## config.mk

```make
export PLATFORM = sky130hd
export DESIGN_NAME = stack_machine_executor_flat
export DESIGN_NICKNAME = d
export VERILOG_FILES = /design/src/sv/sme_pkg.sv /design/src/sv/sme_instr_if.sv /design/src/sv/sme_result_if.sv /design/src/sv/sme_div.sv /design/src/sv/sme_datapath.sv /design/src/sv/sme_ctrl.sv /design/src/sv/stack_machine_executor.sv /design/src/flat_wrapper.sv
export SDC_FILE = /design/constraint.sdc
export NUM_CORES = 2
export LEC_CHECK = 0
export ABC_AREA = 1
export BUFFER_PORTS_ARGS = -buffer_cell sky130_fd_sc_hd__buf_2
export CORE_MARGIN = 3
export CORE_UTILIZATION = 66
export CTS_BUF_LIST = sky130_fd_sc_hd__clkbuf_4
export DETAILED_ROUTE_END_ITERATION = 16
export MAX_ROUTING_LAYER = met4
export PLACE_DENSITY = 0.83
export SYNTH_ARGS = -nofsm -noshare
export SYNTH_HDL_FRONTEND = slang
export SYNTH_SLANG_ARGS = --single-unit
```

## constraint.sdc

```tcl
create_clock -name clk -period 8.3 [get_ports clk]
set_input_delay 1.66 -clock clk [delete_from_list [all_inputs] [get_ports clk]]
set_output_delay 1.66 -clock clk [all_outputs]
set_load 0.005 [all_outputs]
```

## src/sv/sme_pkg.sv

```systemverilog
// Shared types and constants of the stack machine executor.
package sme_pkg;

	localparam int unsigned CMD_W   = 4;
	localparam int unsigned DATA_W  = 32;
	localparam int unsigned KIND_W  = 2;
	localparam int unsigned FAULT_W = 3;

	// Instruction opcodes
	typedef enum logic [CMD_W-1:0] {
		OP_PUSH  = 4'd0,
		OP_ADD   = 4'd1,
		OP_SUB   = 4'd2,
		OP_MUL   = 4'd3,
		OP_DIV   = 4'd4,
		OP_LOAD  = 4'd5,
		OP_STORE = 4'd6,
		OP_PRINT = 4'd7,
		OP_HALT  = 4'd8
	} op_t;

	// Result kind codes
	typedef enum logic [KIND_W-1:0] {
		KIND_NONE  = 2'd0,
		KIND_PRINT = 2'd1,
		KIND_HALT  = 2'd2
	} kind_t;

	// Fault codes
	typedef enum logic [FAULT_W-1:0] {
		F_OK    = 3'd0,
		F_UNDER = 3'd1,
		F_OVER  = 3'd2,
		F_DIVZ  = 3'd3,
		F_RANGE = 3'd4
	} fault_t;

	// Controller states
	typedef enum logic [1:0] {
		ST_CLR,
		ST_IDLE,
		ST_EXEC,
		ST_DIVW
	} state_t;

	// Commands from controller to datapath
	typedef struct packed {
		logic cap;       // latch instruction beat, issue memory reads
		logic commit;    // write back state and load the result register
		logic div_start; // launch the iterative divider
		logic clr_step;  // clear one frame word
	} ctl_t;

	// Status from datapath to controller
	typedef struct packed {
		logic div_go;    // divide with two operands and a nonzero divisor
		logic halt;      // latched instruction is halt
		logic div_done;  // divider holds a finished quotient
		logic clr_last;  // clearing pass is at the last frame word
	} status_t;

endpackage

```

## src/sv/sme_instr_if.sv

```systemverilog
// Instruction channel: one beat carries one instruction.
interface sme_instr_if;
	logic                            valid;
	logic                            ready;
	logic [sme_pkg::CMD_W-1:0]       cmd;
	logic [sme_pkg::DATA_W-1:0]      operand;

	modport source (output valid, output cmd, output operand, input ready);
	modport sink (input valid, input cmd, input operand, output ready);
endinterface

```

## src/sv/sme_result_if.sv

```systemverilog
// Result channel: one beat carries the result of one instruction.
interface sme_result_if;
	logic                            valid;
	logic                            ready;
	logic [sme_pkg::KIND_W-1:0]      out_kind;
	logic [sme_pkg::DATA_W-1:0]      out_value;
	logic [sme_pkg::FAULT_W-1:0]     fault;

	modport source (output valid, output out_kind, output out_value, output fault,
		input ready);
	modport sink (input valid, input out_kind, input out_value, input fault,
		output ready);
endinterface

```

## src/sv/sme_div.sv

```systemverilog
// Radix-2 restoring divider, one quotient bit per cycle.
module sme_div (
	input  logic                        clk,
	input  logic                        arst_n,
	input  logic                        start,
	input  logic [sme_pkg::DATA_W-1:0]  dividend,
	input  logic [sme_pkg::DATA_W-1:0]  divisor,
	output logic [sme_pkg::DATA_W-1:0]  quotient,
	output logic                        done
);
	localparam int unsigned W   = sme_pkg::DATA_W;
	localparam int unsigned CNW = $clog2(W);

	logic [W-1:0]   quo_q;
	logic [W-1:0]   rem_q;
	logic [W-1:0]   dvs_q;
	logic [CNW-1:0] cnt_q;
	logic           busy_q;
	logic           done_q;
	logic [W:0]     shifted;
	logic [W:0]     diff;

	// Trial subtract of the divisor from the shifted remainder
	assign shifted = {rem_q, quo_q[W-1]};
	assign diff    = shifted - {1'b0, dvs_q};

	// Control flags
	always_ff @(posedge clk or negedge arst_n) begin
		if (!arst_n) begin
			busy_q <= 1'b0;
			done_q <= 1'b0;
			cnt_q  <= '0;
		end else if (start) begin
			busy_q <= 1'b1;
			done_q <= 1'b0;
			cnt_q  <= '0;
		end else if (busy_q) begin
			cnt_q <= cnt_q + CNW'(1);
			if (cnt_q == CNW'(W - 1)) begin
				busy_q <= 1'b0;
				done_q <= 1'b1;
			end
		end
	end

	// Shift in one quotient bit per cycle
	always_ff @(posedge clk) begin
		if (start) begin
			quo_q <= dividend;
			rem_q <= '0;
			dvs_q <= divisor;
		end else if (busy_q) begin
			if (!diff[W]) begin
				rem_q <= diff[W-1:0];
				quo_q <= {quo_q[W-2:0], 1'b1};
			end else begin
				rem_q <= shifted[W-1:0];
				quo_q <= {quo_q[W-2:0], 1'b0};
			end
		end
	end

	assign quotient = quo_q;
	assign done     = done_q;

	a_done_not_busy: assert property (@(posedge clk) disable iff (!arst_n)
		!(done_q && busy_q))
		else $error("divider done while still iterating");
endmodule

```

## src/sv/sme_datapath.sv

```systemverilog
// Datapath: operand stack, frame memory, ALU, divider and result register.
module sme_datapath #(
	parameter int unsigned STACK_DEPTH = 16,
	parameter int unsigned FRAME_WORDS = 16
) (
	input  logic                         clk,
	input  logic                         arst_n,
	input  sme_pkg::ctl_t                ctl,
	output sme_pkg::status_t             status,
	input  logic [sme_pkg::CMD_W-1:0]    instr_cmd,
	input  logic [sme_pkg::DATA_W-1:0]   instr_operand,
	output logic [sme_pkg::KIND_W-1:0]   out_kind,
	output logic [sme_pkg::DATA_W-1:0]   out_value,
	output logic [sme_pkg::FAULT_W-1:0]  fault
);
	localparam int unsigned W    = sme_pkg::DATA_W;
	localparam int unsigned SA_W = $clog2(STACK_DEPTH);
	localparam int unsigned CW   = $clog2(STACK_DEPTH + 1);
	localparam int unsigned FA_W = (FRAME_WORDS > 1) ? $clog2(FRAME_WORDS) : 1;
	localparam int unsigned XW   = W - 2;

	// Memories
	logic [W-1:0] stk_mem [STACK_DEPTH];
	logic [W-1:0] frm_mem [FRAME_WORDS];

	// Latched instruction and registered read data
	logic [sme_pkg::CMD_W-1:0] cmd_q;
	logic [W-1:0]              opnd_q;
	logic [W-1:0]              top_q;
	logic [W-1:0]              nxt_q;
	logic [W-1:0]              frm_q;
	logic [CW-1:0]             count_q;
	logic [FA_W-1:0]           clr_q;

	logic [sme_pkg::KIND_W-1:0]  kind_q;
	logic [W-1:0]                value_q;
	logic [sme_pkg::FAULT_W-1:0] fault_q;

	logic [CW-1:0]   cnt_m1_in;
	logic [CW-1:0]   cnt_m2_in;
	logic [CW-1:0]   cnt_m1;
	logic [CW-1:0]   cnt_m2;
	logic [FA_W-1:0] fra_in;
	logic [FA_W-1:0] fwa;
	logic            full;
	logic            has1;
	logic            has2;
	logic            range_bad;
	logic            div_go;
	logic [W-1:0]    quo;
	logic            div_done;

	sme_pkg::kind_t  kind_d;
	sme_pkg::fault_t fault_d;
	logic [W-1:0]    value_d;
	logic [CW-1:0]   count_d;
	logic            stk_we;
	logic [SA_W-1:0] stk_wa;
	logic [W-1:0]    stk_wd;
	logic            frm_we;
	logic [W-1:0]    alu_r;

	// Read addresses for the capture cycle
	assign cnt_m1_in = count_q - CW'(1);
	assign cnt_m2_in = count_q - CW'(2);
	assign fra_in    = instr_operand[2 +: FA_W];

	// Stack flags and frame range check on the latched instruction
	assign cnt_m1    = count_q - CW'(1);
	assign cnt_m2    = count_q - CW'(2);
	assign full      = (count_q == CW'(STACK_DEPTH));
	assign has1      = (count_q != '0);
	assign has2      = (count_q >= CW'(2));
	assign range_bad = (opnd_q[W-1:2] >= XW'(FRAME_WORDS));
	assign fwa       = opnd_q[2 +: FA_W];
	assign div_go    = (sme_pkg::op_t'(cmd_q) == sme_pkg::OP_DIV) && has2 &&
		(nxt_q != '0);

	// Divider: top of stack over next entry
	sme_div u_div (
		.clk      (clk),
		.arst_n   (arst_n),
		.start    (ctl.div_start),
		.dividend (top_q),
		.divisor  (nxt_q),
		.quotient (quo),
		.done     (div_done)
	);

	// Arithmetic on the two top entries
	always_comb begin
		case (sme_pkg::op_t'(cmd_q))
			sme_pkg::OP_ADD: alu_r = top_q + nxt_q;
			sme_pkg::OP_SUB: alu_r = top_q - nxt_q;
			sme_pkg::OP_MUL: alu_r = top_q * nxt_q;
			default:         alu_r = div_go ? quo : '0;
		endcase
	end

	// Decode the latched instruction into state updates and result
	always_comb begin
		kind_d  = sme_pkg::KIND_NONE;
		fault_d = sme_pkg::F_OK;
		value_d = '0;
		count_d = count_q;
		stk_we  = 1'b0;
		stk_wa  = count_q[SA_W-1:0];
		stk_wd  = opnd_q;
		frm_we  = 1'b0;
		unique case (sme_pkg::op_t'(cmd_q))
			sme_pkg::OP_PUSH: begin
				if (full) begin
					fault_d = sme_pkg::F_OVER;
				end else begin
					stk_we  = 1'b1;
					count_d = count_q + CW'(1);
				end
			end
			sme_pkg::OP_ADD, sme_pkg::OP_SUB, sme_pkg::OP_MUL, sme_pkg::OP_DIV: begin
				if (!has2) begin
					fault_d = sme_pkg::F_UNDER;
				end else begin
					if ((sme_pkg::op_t'(cmd_q) == sme_pkg::OP_DIV) && !div_go) begin
						fault_d = sme_pkg::F_DIVZ;
					end
					stk_we  = 1'b1;
					stk_wa  = cnt_m2[SA_W-1:0];
					stk_wd  = alu_r;
					count_d = cnt_m1;
				end
			end
			sme_pkg::OP_LOAD: begin
				if (range_bad) begin
					fault_d = sme_pkg::F_RANGE;
				end else if (full) begin
					fault_d = sme_pkg::F_OVER;
				end else begin
					stk_we  = 1'b1;
					stk_wd  = frm_q;
					count_d = count_q + CW'(1);
				end
			end
			sme_pkg::OP_STORE: begin
				if (range_bad) begin
					fault_d = sme_pkg::F_RANGE;
				end else if (!has1) begin
					fault_d = sme_pkg::F_UNDER;
				end else begin
					frm_we  = 1'b1;
					count_d = cnt_m1;
				end
			end
			sme_pkg::OP_PRINT: begin
				if (!has1) begin
					fault_d = sme_pkg::F_UNDER;
				end else begin
					kind_d  = sme_pkg::KIND_PRINT;
					value_d = top_q;
					count_d = cnt_m1;
				end
			end
			sme_pkg::OP_HALT: begin
				kind_d  = sme_pkg::KIND_HALT;
				count_d = '0;
			end
			default: begin
			end
		endcase
	end

	// Capture the instruction beat
	always_ff @(posedge clk) begin
		if (ctl.cap) begin
			cmd_q  <= instr_cmd;
			opnd_q <= instr_operand;
		end
	end

	// Stack memory: one write port, two registered read ports
	always_ff @(posedge clk) begin
		if (ctl.commit && stk_we) begin
			stk_mem[stk_wa] <= stk_wd;
		end
		if (ctl.cap) begin
			top_q <= stk_mem[cnt_m1_in[SA_W-1:0]];
			nxt_q <= stk_mem[cnt_m2_in[SA_W-1:0]];
		end
	end

	// Frame memory: clearing pass or store, registered read
	always_ff @(posedge clk) begin
		if (ctl.clr_step) begin
			frm_mem[clr_q] <= '0;
		end else if (ctl.commit && frm_we) begin
			frm_mem[fwa] <= top_q;
		end
		if (ctl.cap) begin
			frm_q <= frm_mem[fra_in];
		end
	end

	// Stack count and clearing pointer
	always_ff @(posedge clk or negedge arst_n) begin
		if (!arst_n) begin
			count_q <= '0;
			clr_q   <= '0;
		end else begin
			if (ctl.commit) begin
				count_q <= count_d;
			end
			if (ctl.clr_step) begin
				clr_q <= status.clr_last ? '0 : clr_q + FA_W'(1);
			end
		end
	end

	// Result register
	always_ff @(posedge clk) begin
		if (ctl.commit) begin
			kind_q  <= kind_d;
			value_q <= value_d;
			fault_q <= fault_d;
		end
	end

	assign status.div_go   = div_go;
	assign status.halt     = (sme_pkg::op_t'(cmd_q) == sme_pkg::OP_HALT);
	assign status.div_done = div_done;
	assign status.clr_last = (clr_q == FA_W'(FRAME_WORDS - 1));

	assign out_kind  = kind_q;
	assign out_value = value_q;
	assign fault     = fault_q;

	a_count_bound: assert property (@(posedge clk) disable iff (!arst_n)
		count_q <= CW'(STACK_DEPTH))
		else $error("stack count beyond depth");

	a_halt_empties: assert property (@(posedge clk) disable iff (!arst_n)
		(ctl.commit && status.halt) |=> (count_q == '0))
		else $error("halt left entries on the stack");

	a_one_mem_write: assert property (@(posedge clk) disable iff (!arst_n)
		ctl.commit |-> !(stk_we && frm_we))
		else $error("stack and frame written by one instruction");
endmodule

```

## src/sv/sme_ctrl.sv

```systemverilog
// Controller: sequences capture, execute, divide wait and frame clearing.
module sme_ctrl (
	input  logic              clk,
	input  logic              arst_n,
	input  logic              instr_valid,
	output logic              instr_ready,
	output logic              result_valid,
	input  logic              result_ready,
	output sme_pkg::ctl_t     ctl,
	input  sme_pkg::status_t  status
);
	sme_pkg::state_t state_q;
	sme_pkg::state_t state_d;
	logic            out_valid_q;
	logic            out_free;

	// Result slot frees when empty or drained this cycle
	assign out_free = !out_valid_q || result_ready;

	// State register
	always_ff @(posedge clk or negedge arst_n) begin
		if (!arst_n) begin
			state_q <= sme_pkg::ST_CLR;
		end else begin
			state_q <= state_d;
		end
	end

	// Next state and commands
	always_comb begin
		state_d       = state_q;
		instr_ready   = 1'b0;
		ctl.cap       = 1'b0;
		ctl.commit    = 1'b0;
		ctl.div_start = 1'b0;
		ctl.clr_step  = 1'b0;
		unique case (state_q)
			sme_pkg::ST_CLR: begin
				ctl.clr_step = 1'b1;
				if (status.clr_last) begin
					state_d = sme_pkg::ST_IDLE;
				end
			end
			sme_pkg::ST_IDLE: begin
				instr_ready = 1'b1;
				if (instr_valid) begin
					ctl.cap = 1'b1;
					state_d = sme_pkg::ST_EXEC;
				end
			end
			sme_pkg::ST_EXEC: begin
				if (status.div_go) begin
					ctl.div_start = 1'b1;
					state_d       = sme_pkg::ST_DIVW;
				end else if (out_free) begin
					ctl.commit = 1'b1;
					state_d    = status.halt ? sme_pkg::ST_CLR : sme_pkg::ST_IDLE;
				end
			end
			sme_pkg::ST_DIVW: begin
				if (status.div_done && out_free) begin
					ctl.commit = 1'b1;
					state_d    = sme_pkg::ST_IDLE;
				end
			end
			default: begin
				state_d = sme_pkg::ST_IDLE;
			end
		endcase
	end

	// Result valid: set on commit, drop when the beat is taken
	always_ff @(posedge clk or negedge arst_n) begin
		if (!arst_n) begin
			out_valid_q <= 1'b0;
		end else if (ctl.commit) begin
			out_valid_q <= 1'b1;
		end else if (result_ready) begin
			out_valid_q <= 1'b0;
		end
	end

	assign result_valid = out_valid_q;

	a_no_overwrite: assert property (@(posedge clk) disable iff (!arst_n)
		ctl.commit |-> (!out_valid_q || result_ready))
		else $error("result overwritten before it was taken");
endmodule

```

## src/sv/stack_machine_executor.sv

```systemverilog
// Stack machine executor: runs one instruction per beat and returns one result per instruction.
// Each instruction is handled in a capture step, which latches it and reads the two top stack
// entries and the addressed frame word from their memories, then an execute step, which
// executes and writes back. div with a nonzero divisor runs a radix-2 divider for one
// quotient bit a cycle. After reset, and after every halt, the frame memory is zeroed
// one word a cycle while no instruction is taken. A finished result waits in the output
// register; the next instruction is taken meanwhile and stalls in execute or in the divide
// wait only if that register is still full. The top of stack is the left operand.
module stack_machine_executor #(
	parameter int unsigned STACK_DEPTH = 16,
	parameter int unsigned FRAME_WORDS = 16
) (
	input  logic         clk,
	input  logic         arst_n,
	sme_instr_if.sink    instr,
	sme_result_if.source result
);
	sme_pkg::ctl_t    ctl;
	sme_pkg::status_t status;

	sme_ctrl u_ctrl (
		.clk          (clk),
		.arst_n       (arst_n),
		.instr_valid  (instr.valid),
		.instr_ready  (instr.ready),
		.result_valid (result.valid),
		.result_ready (result.ready),
		.ctl          (ctl),
		.status       (status)
	);

	sme_datapath #(
		.STACK_DEPTH (STACK_DEPTH),
		.FRAME_WORDS (FRAME_WORDS)
	) u_datapath (
		.clk           (clk),
		.arst_n        (arst_n),
		.ctl           (ctl),
		.status        (status),
		.instr_cmd     (instr.cmd),
		.instr_operand (instr.operand),
		.out_kind      (result.out_kind),
		.out_value     (result.out_value),
		.fault         (result.fault)
	);
endmodule
```

## src/flat_wrapper.sv

```systemverilog
// flat-port wrapper written by rule: the top's interface ports become plain ports
module stack_machine_executor_flat 
#(
	parameter int unsigned STACK_DEPTH = 16,
	parameter int unsigned FRAME_WORDS = 16
)
  (clk, arst_n, instr_valid, instr_cmd, instr_operand, instr_ready, result_valid, result_out_kind, result_out_value, result_fault, result_ready);
  sme_instr_if instr_i ();
  sme_result_if result_i ();
  input  logic clk;
  input  logic arst_n;
  input wire logic [$bits(instr_i.valid)-1:0] instr_valid;
  input wire logic [$bits(instr_i.cmd)-1:0] instr_cmd;
  input wire logic [$bits(instr_i.operand)-1:0] instr_operand;
  output wire logic [$bits(instr_i.ready)-1:0] instr_ready;
  output wire logic [$bits(result_i.valid)-1:0] result_valid;
  output wire logic [$bits(result_i.out_kind)-1:0] result_out_kind;
  output wire logic [$bits(result_i.out_value)-1:0] result_out_value;
  output wire logic [$bits(result_i.fault)-1:0] result_fault;
  input wire logic [$bits(result_i.ready)-1:0] result_ready;
  assign instr_i.valid = instr_valid;
  assign instr_i.cmd = instr_cmd;
  assign instr_i.operand = instr_operand;
  assign instr_ready = instr_i.ready;
  assign result_valid = result_i.valid;
  assign result_out_kind = result_i.out_kind;
  assign result_out_value = result_i.out_value;
  assign result_fault = result_i.fault;
  assign result_i.ready = result_ready;
  stack_machine_executor #(.STACK_DEPTH(STACK_DEPTH), .FRAME_WORDS(FRAME_WORDS)) u_core (.clk(clk), .arst_n(arst_n), .instr(instr_i), .result(result_i));
endmodule
```

==> tab_implementation.tex <==
\begin{tabular}{lr}
\hline
Metric & Value \\
\hline
\multicolumn{2}{l}{\textbf{Outcome}} \\
Outcome & completed \\
\multicolumn{2}{l}{\textbf{GRT}} \\
Residual overflow from global routing & 0 \\
Initial antenna violation count & 17 \\
Most heavily used metal layer in global routing & met2 \\
Largest net degree at the start of global routing & 288 \\
Wire length of the first global-routing pass & 359000 um \\
Met1 layer usage reported by global route & 49.3\% \\
Total track usage & 40.5\% \\
Number of global-route vias before repair & 62300 \\
Met3 global-route usage & 11.5\% \\
GR Layer Usage met2 & 60.4\% \\
\multicolumn{2}{l}{\textbf{Floorplanning}} \\
Die area & 122000 um2 \\
Effective utilization at floorplan & 66.8\% \\
Row Count & 125 \\
DIE WIDTH & 350 um \\
Area of the core & 117000 um2 \\
Top-Level Pins & 79 \\
Die height & 350 um \\
\multicolumn{2}{l}{\textbf{Setup path}} \\
Cell type of the slowest stage on the worst timing path & sky130\_fd\_sc\_hd\_\_edfxtp\_1 \\
Required @ worst endpoint & 9050 ps \\
Kind of cell with the highest combined delay on the critical path & adder cells \\
Setup slack of the most critical reg-to-reg path & 250 ps \\
Category of the critical setup timing path & reg2reg \\
Critical Path Start Type & flip-flop \\
Critical path fanouts, max & 16 \\
Slowest cell delay on critical path & 820 ps \\
Crit. End Element & flip-flop \\
Buf+Inv Stages, Crit Path & 8 \\
Arrival time worst endpoint & 8800 ps \\
\multicolumn{2}{l}{\textbf{Run}} \\
Max Cap Viol & 0 \\
\multicolumn{2}{l}{\textbf{Worst hold path}} \\
Tightest Hold Check Type & in2async \\
\multicolumn{2}{l}{\textbf{CTS}} \\
Clock insertion delay at the later pin of the skew report & 1270 ps \\
CTS clock-pin slew for the worst setup and hold paths & 70 ps \\
Clock tree root driver cell & sky130\_fd\_sc\_hd\_\_clkbuf\_4 \\
CTS buffer count & 344 \\
Longest Clk Path Bufs & 4 \\
TritonCTS clock tree & yes \\
CTS sink cnt & 1308 \\
Deepest level of the CTS H-tree & 5 \\
CTS hold repair buffers & 0 \\
\multicolumn{2}{l}{\textbf{Drt}} \\
Number of DRC violations after detailed-routing iteration 0 & 8874 \\
Wirelength per Cell & 24.2 um \\
Via-per-instance ratio & 6.31 \\
Via count & 63000 \\
Total wire length after detailed routing & 242000 um \\
DR pass1 iterations & 8 \\
Number of nets with antenna violations after detailed routing & 0 \\
\# DRC & 0 \\
\multicolumn{2}{l}{\textbf{Logic synthesis}} \\
Register area share after synthesis & 49.8\% \\
Number of nets produced by synthesis & 8657 \\
Count of flip-flops with a built-in enable after synthesis & 1257 \\
Number of synthesized register bits & 1308 \\
Asr flop ratio synth & 1.45\% \\
Prevailing post-synth register cell & sky130\_fd\_sc\_hd\_\_edfxtp\_1 \\
Commonest cells post-synth & sky130\_fd\_sc\_hd\_\_inv\_1 (1333), sky130\_fd\_sc\_hd\_\_nand2\_1 (1314), sky130\_fd\_sc\_hd\_\_edfxtp\_1 (1257) \\
Yosys warns & 0 \\
Syn Inst Count & 8006 \\
Most common cell in the netlist & sky130\_fd\_sc\_hd\_\_inv\_1 \\
Post-synth design cell area & 78100 um2 \\
Share of the synthesized area in the top cell type & 48.4\% \\
Avg Cell Area, Syn & 9.75 um2 \\
Distinct cells, synth & 63 \\
Area leader, netlist & sky130\_fd\_sc\_hd\_\_edfxtp\_1 \\
Area contributors post-synth & sky130\_fd\_sc\_hd\_\_edfxtp\_1 (48\%), sky130\_fd\_sc\_hd\_\_fa\_1 (11\%), sky130\_fd\_sc\_hd\_\_inv\_1 (6.4\%), sky130\_fd\_sc\_hd\_\_nand2\_1 (6.3\%), sky130\_fd\_sc\_hd\_\_o21ai\_0 (5.3\%) \\
\multicolumn{2}{l}{\textbf{Timing}} \\
Worst Tran Pin Value & 1280 ps \\
Period utilisation layout & 97.0\% \\
Final Skew & 153 ps \\
Unrepaired setup endpoints after global routing & false \\
Tmin final & 8050 ps \\
TNS Setup & 0 ps \\
Normalized max-slew margin & 14.3\% \\
Final number of setup-violating endpoints & 0 \\
Maximum clock frequency & 0.124 GHz \\
Total count of max-transition violations in the final report & 0 \\
Final Hold Viols & 0 \\
\multicolumn{2}{l}{\textbf{Final layout}} \\
Final-stage net count & 8837 \\
Register area & 38900 um2 \\
Area of the multi-input gates & 32600 um2 \\
Fillers & 7857 \\
P\&R area growth vs syn & 8.79\% \\
Fraction of layout instances using a drive strength above 1 & 11.0\% \\
\multicolumn{2}{l}{\textbf{Place}} \\
Buffers on Ports & 78 \\
Placer Congestion & 1.03 \\
HPWL reported at the end of detailed placement & 158000 um \\
\hline
\end{tabular}
registers in the layout (all words and copies together), names as in the netlist, 2 cells and up:
register and count:
u_core.u_ctrl.state_q 2, u_core.u_datapath.clr_q 4, u_core.u_datapath.cmd_q 4, u_core.u_datapath.count_q 5
u_core.u_datapath.fault 3, u_core.u_datapath.frm_mem 512, u_core.u_datapath.frm_q 32, u_core.u_datapath.nxt_q 32
u_core.u_datapath.opnd_q 32, u_core.u_datapath.out_kind 2, u_core.u_datapath.out_value 32, u_core.u_datapath.stk_mem 512
u_core.u_datapath.top_q 32, u_core.u_datapath.u_div.cnt_q 5, u_core.u_datapath.u_div.dvs_q 32, u_core.u_datapath.u_div.quotient 32
u_core.u_datapath.u_div.rem_q 32
routing by layer:
layer  wire [um]  part of all wire (%)
met1       82100                    34
met2      109000                    45
met4       16000                   6.6
met3       35000                    14
met5           0                     0
layout make-up:
cell class,count,share of cell area (%)
antenna,17,0.0501
clock buffer,486,4.30
clock inverter,109,0.613
inverter,1353,6.01
multi-input combinational,4882,38.4
sequential,1308,45.8
tap,1524,2.25
timing repair buffer,297,2.66
final timing paths:
path / start / endpoint / depth (start not counted)
max in group asynchronous: arst_n / u_core.u_datapath.u_div.done$_DFFE_PN0P_ / 1
min reg2reg: u_core.u_datapath.u_div.rem_q[7]$_SDFFE_PP0P_ / u_core.u_datapath.u_div.rem_q[7]$_SDFFE_PP0P_ / 2
max reg2reg: u_core.u_datapath.nxt_q[21]$_DFFE_PP_ / u_core.u_datapath.stk_mem[3][30]$_DFFE_PP_ / 27
min: arst_n / u_core.u_datapath.count_q[0]$_DFFE_PN0P_ / 1
max: u_core.u_datapath.nxt_q[21]$_DFFE_PP_ / u_core.u_datapath.stk_mem[3][30]$_DFFE_PP_ / 27
min in group clk: u_core.u_datapath.u_div.rem_q[7]$_SDFFE_PP0P_ / u_core.u_datapath.u_div.rem_q[7]$_SDFFE_PP0P_ / 2
through the flow:
| step | utilization [%] | instances | hold WS [ps] | instance area [um2] | setup WS [ps] |
|---|---|---|---|---|---|
| CTS | 72.5 | 9943 | 263 | 84700 | 60.1 |
| finish | 72.7 | 9976 | 355 | 84900 | 252 |
| detailed placement | 69.0 | 9348 | 462 | 80600 | 119 |
| global route | 72.7 | 9975 | 325 | 84900 | 3.10 |
| floorplan | - | 8006 | 421 | 78100 | 1050 |
| global placement | 69.0 | 9348 | 459 | 80600 | 244 |
cells by family (layout without fill, tap and decap cells):
family / after synthesis / after routing / synth area share, %
AO/OA/AOI/OAI: 1818 / 1818 / 13.3
XOR/XNOR: 89 / 89 / 0.998
adder cells (fa/ha/maj): 611 / 611 / 13.7
buffers and inverters: 1816 / 2245 / 8.87
flip-flops: 1308 / 1308 / 49.8
multiplexers: 128 / 128 / 1.64
other: 0 / 17 / 0
AND/OR/NAND/NOR: 2236 / 2236 / 11.7
cells in the final DEF (no fill, tap or decap), types with 14 or more instances in the layout:
cell                       count
sky130_fd_sc_hd__nand4_1      22
sky130_fd_sc_hd__o22ai_1      67
sky130_fd_sc_hd__mux2i_1     128
sky130_fd_sc_hd__o211ai_1    254
sky130_fd_sc_hd__dfrtp_1      17
sky130_fd_sc_hd__diode_2      17
sky130_fd_sc_hd__a22oi_1      19
sky130_fd_sc_hd__nand2_1    1313
sky130_fd_sc_hd__xor2_1       51
sky130_fd_sc_hd__xnor2_1      36
sky130_fd_sc_hd__o221ai_1     70
sky130_fd_sc_hd__dfxtp_1      32
sky130_fd_sc_hd__inv_1      1326
sky130_fd_sc_hd__nand3_1     302
sky130_fd_sc_hd__edfxtp_1   1257
sky130_fd_sc_hd__buf_12       17
sky130_fd_sc_hd__buf_4       204
sky130_fd_sc_hd__nor2_1      458
sky130_fd_sc_hd__fa_1        410
sky130_fd_sc_hd__a21o_1       14
sky130_fd_sc_hd__o21ai_0     821
sky130_fd_sc_hd__clkbuf_4    486
sky130_fd_sc_hd__nor2_4       33
sky130_fd_sc_hd__buf_2        75
sky130_fd_sc_hd__nor3_1       29
sky130_fd_sc_hd__o21ai_1      19
sky130_fd_sc_hd__a21oi_1     496
sky130_fd_sc_hd__clkinv_1     90
sky130_fd_sc_hd__inv_2        22
sky130_fd_sc_hd__ha_1        200
sky130_fd_sc_hd__or2_2        19
what timing repair did:
action / CTS / global route
setup endpoints to repair: 0 / 74
buffers inserted: 0 / 16
endpoints found under the hold margin: 0 / 0
resized for setup: 0 / 5
Power is not shown: default switching activity piles up to over one toggle a cycle in this logic, so the estimate is an artifact.
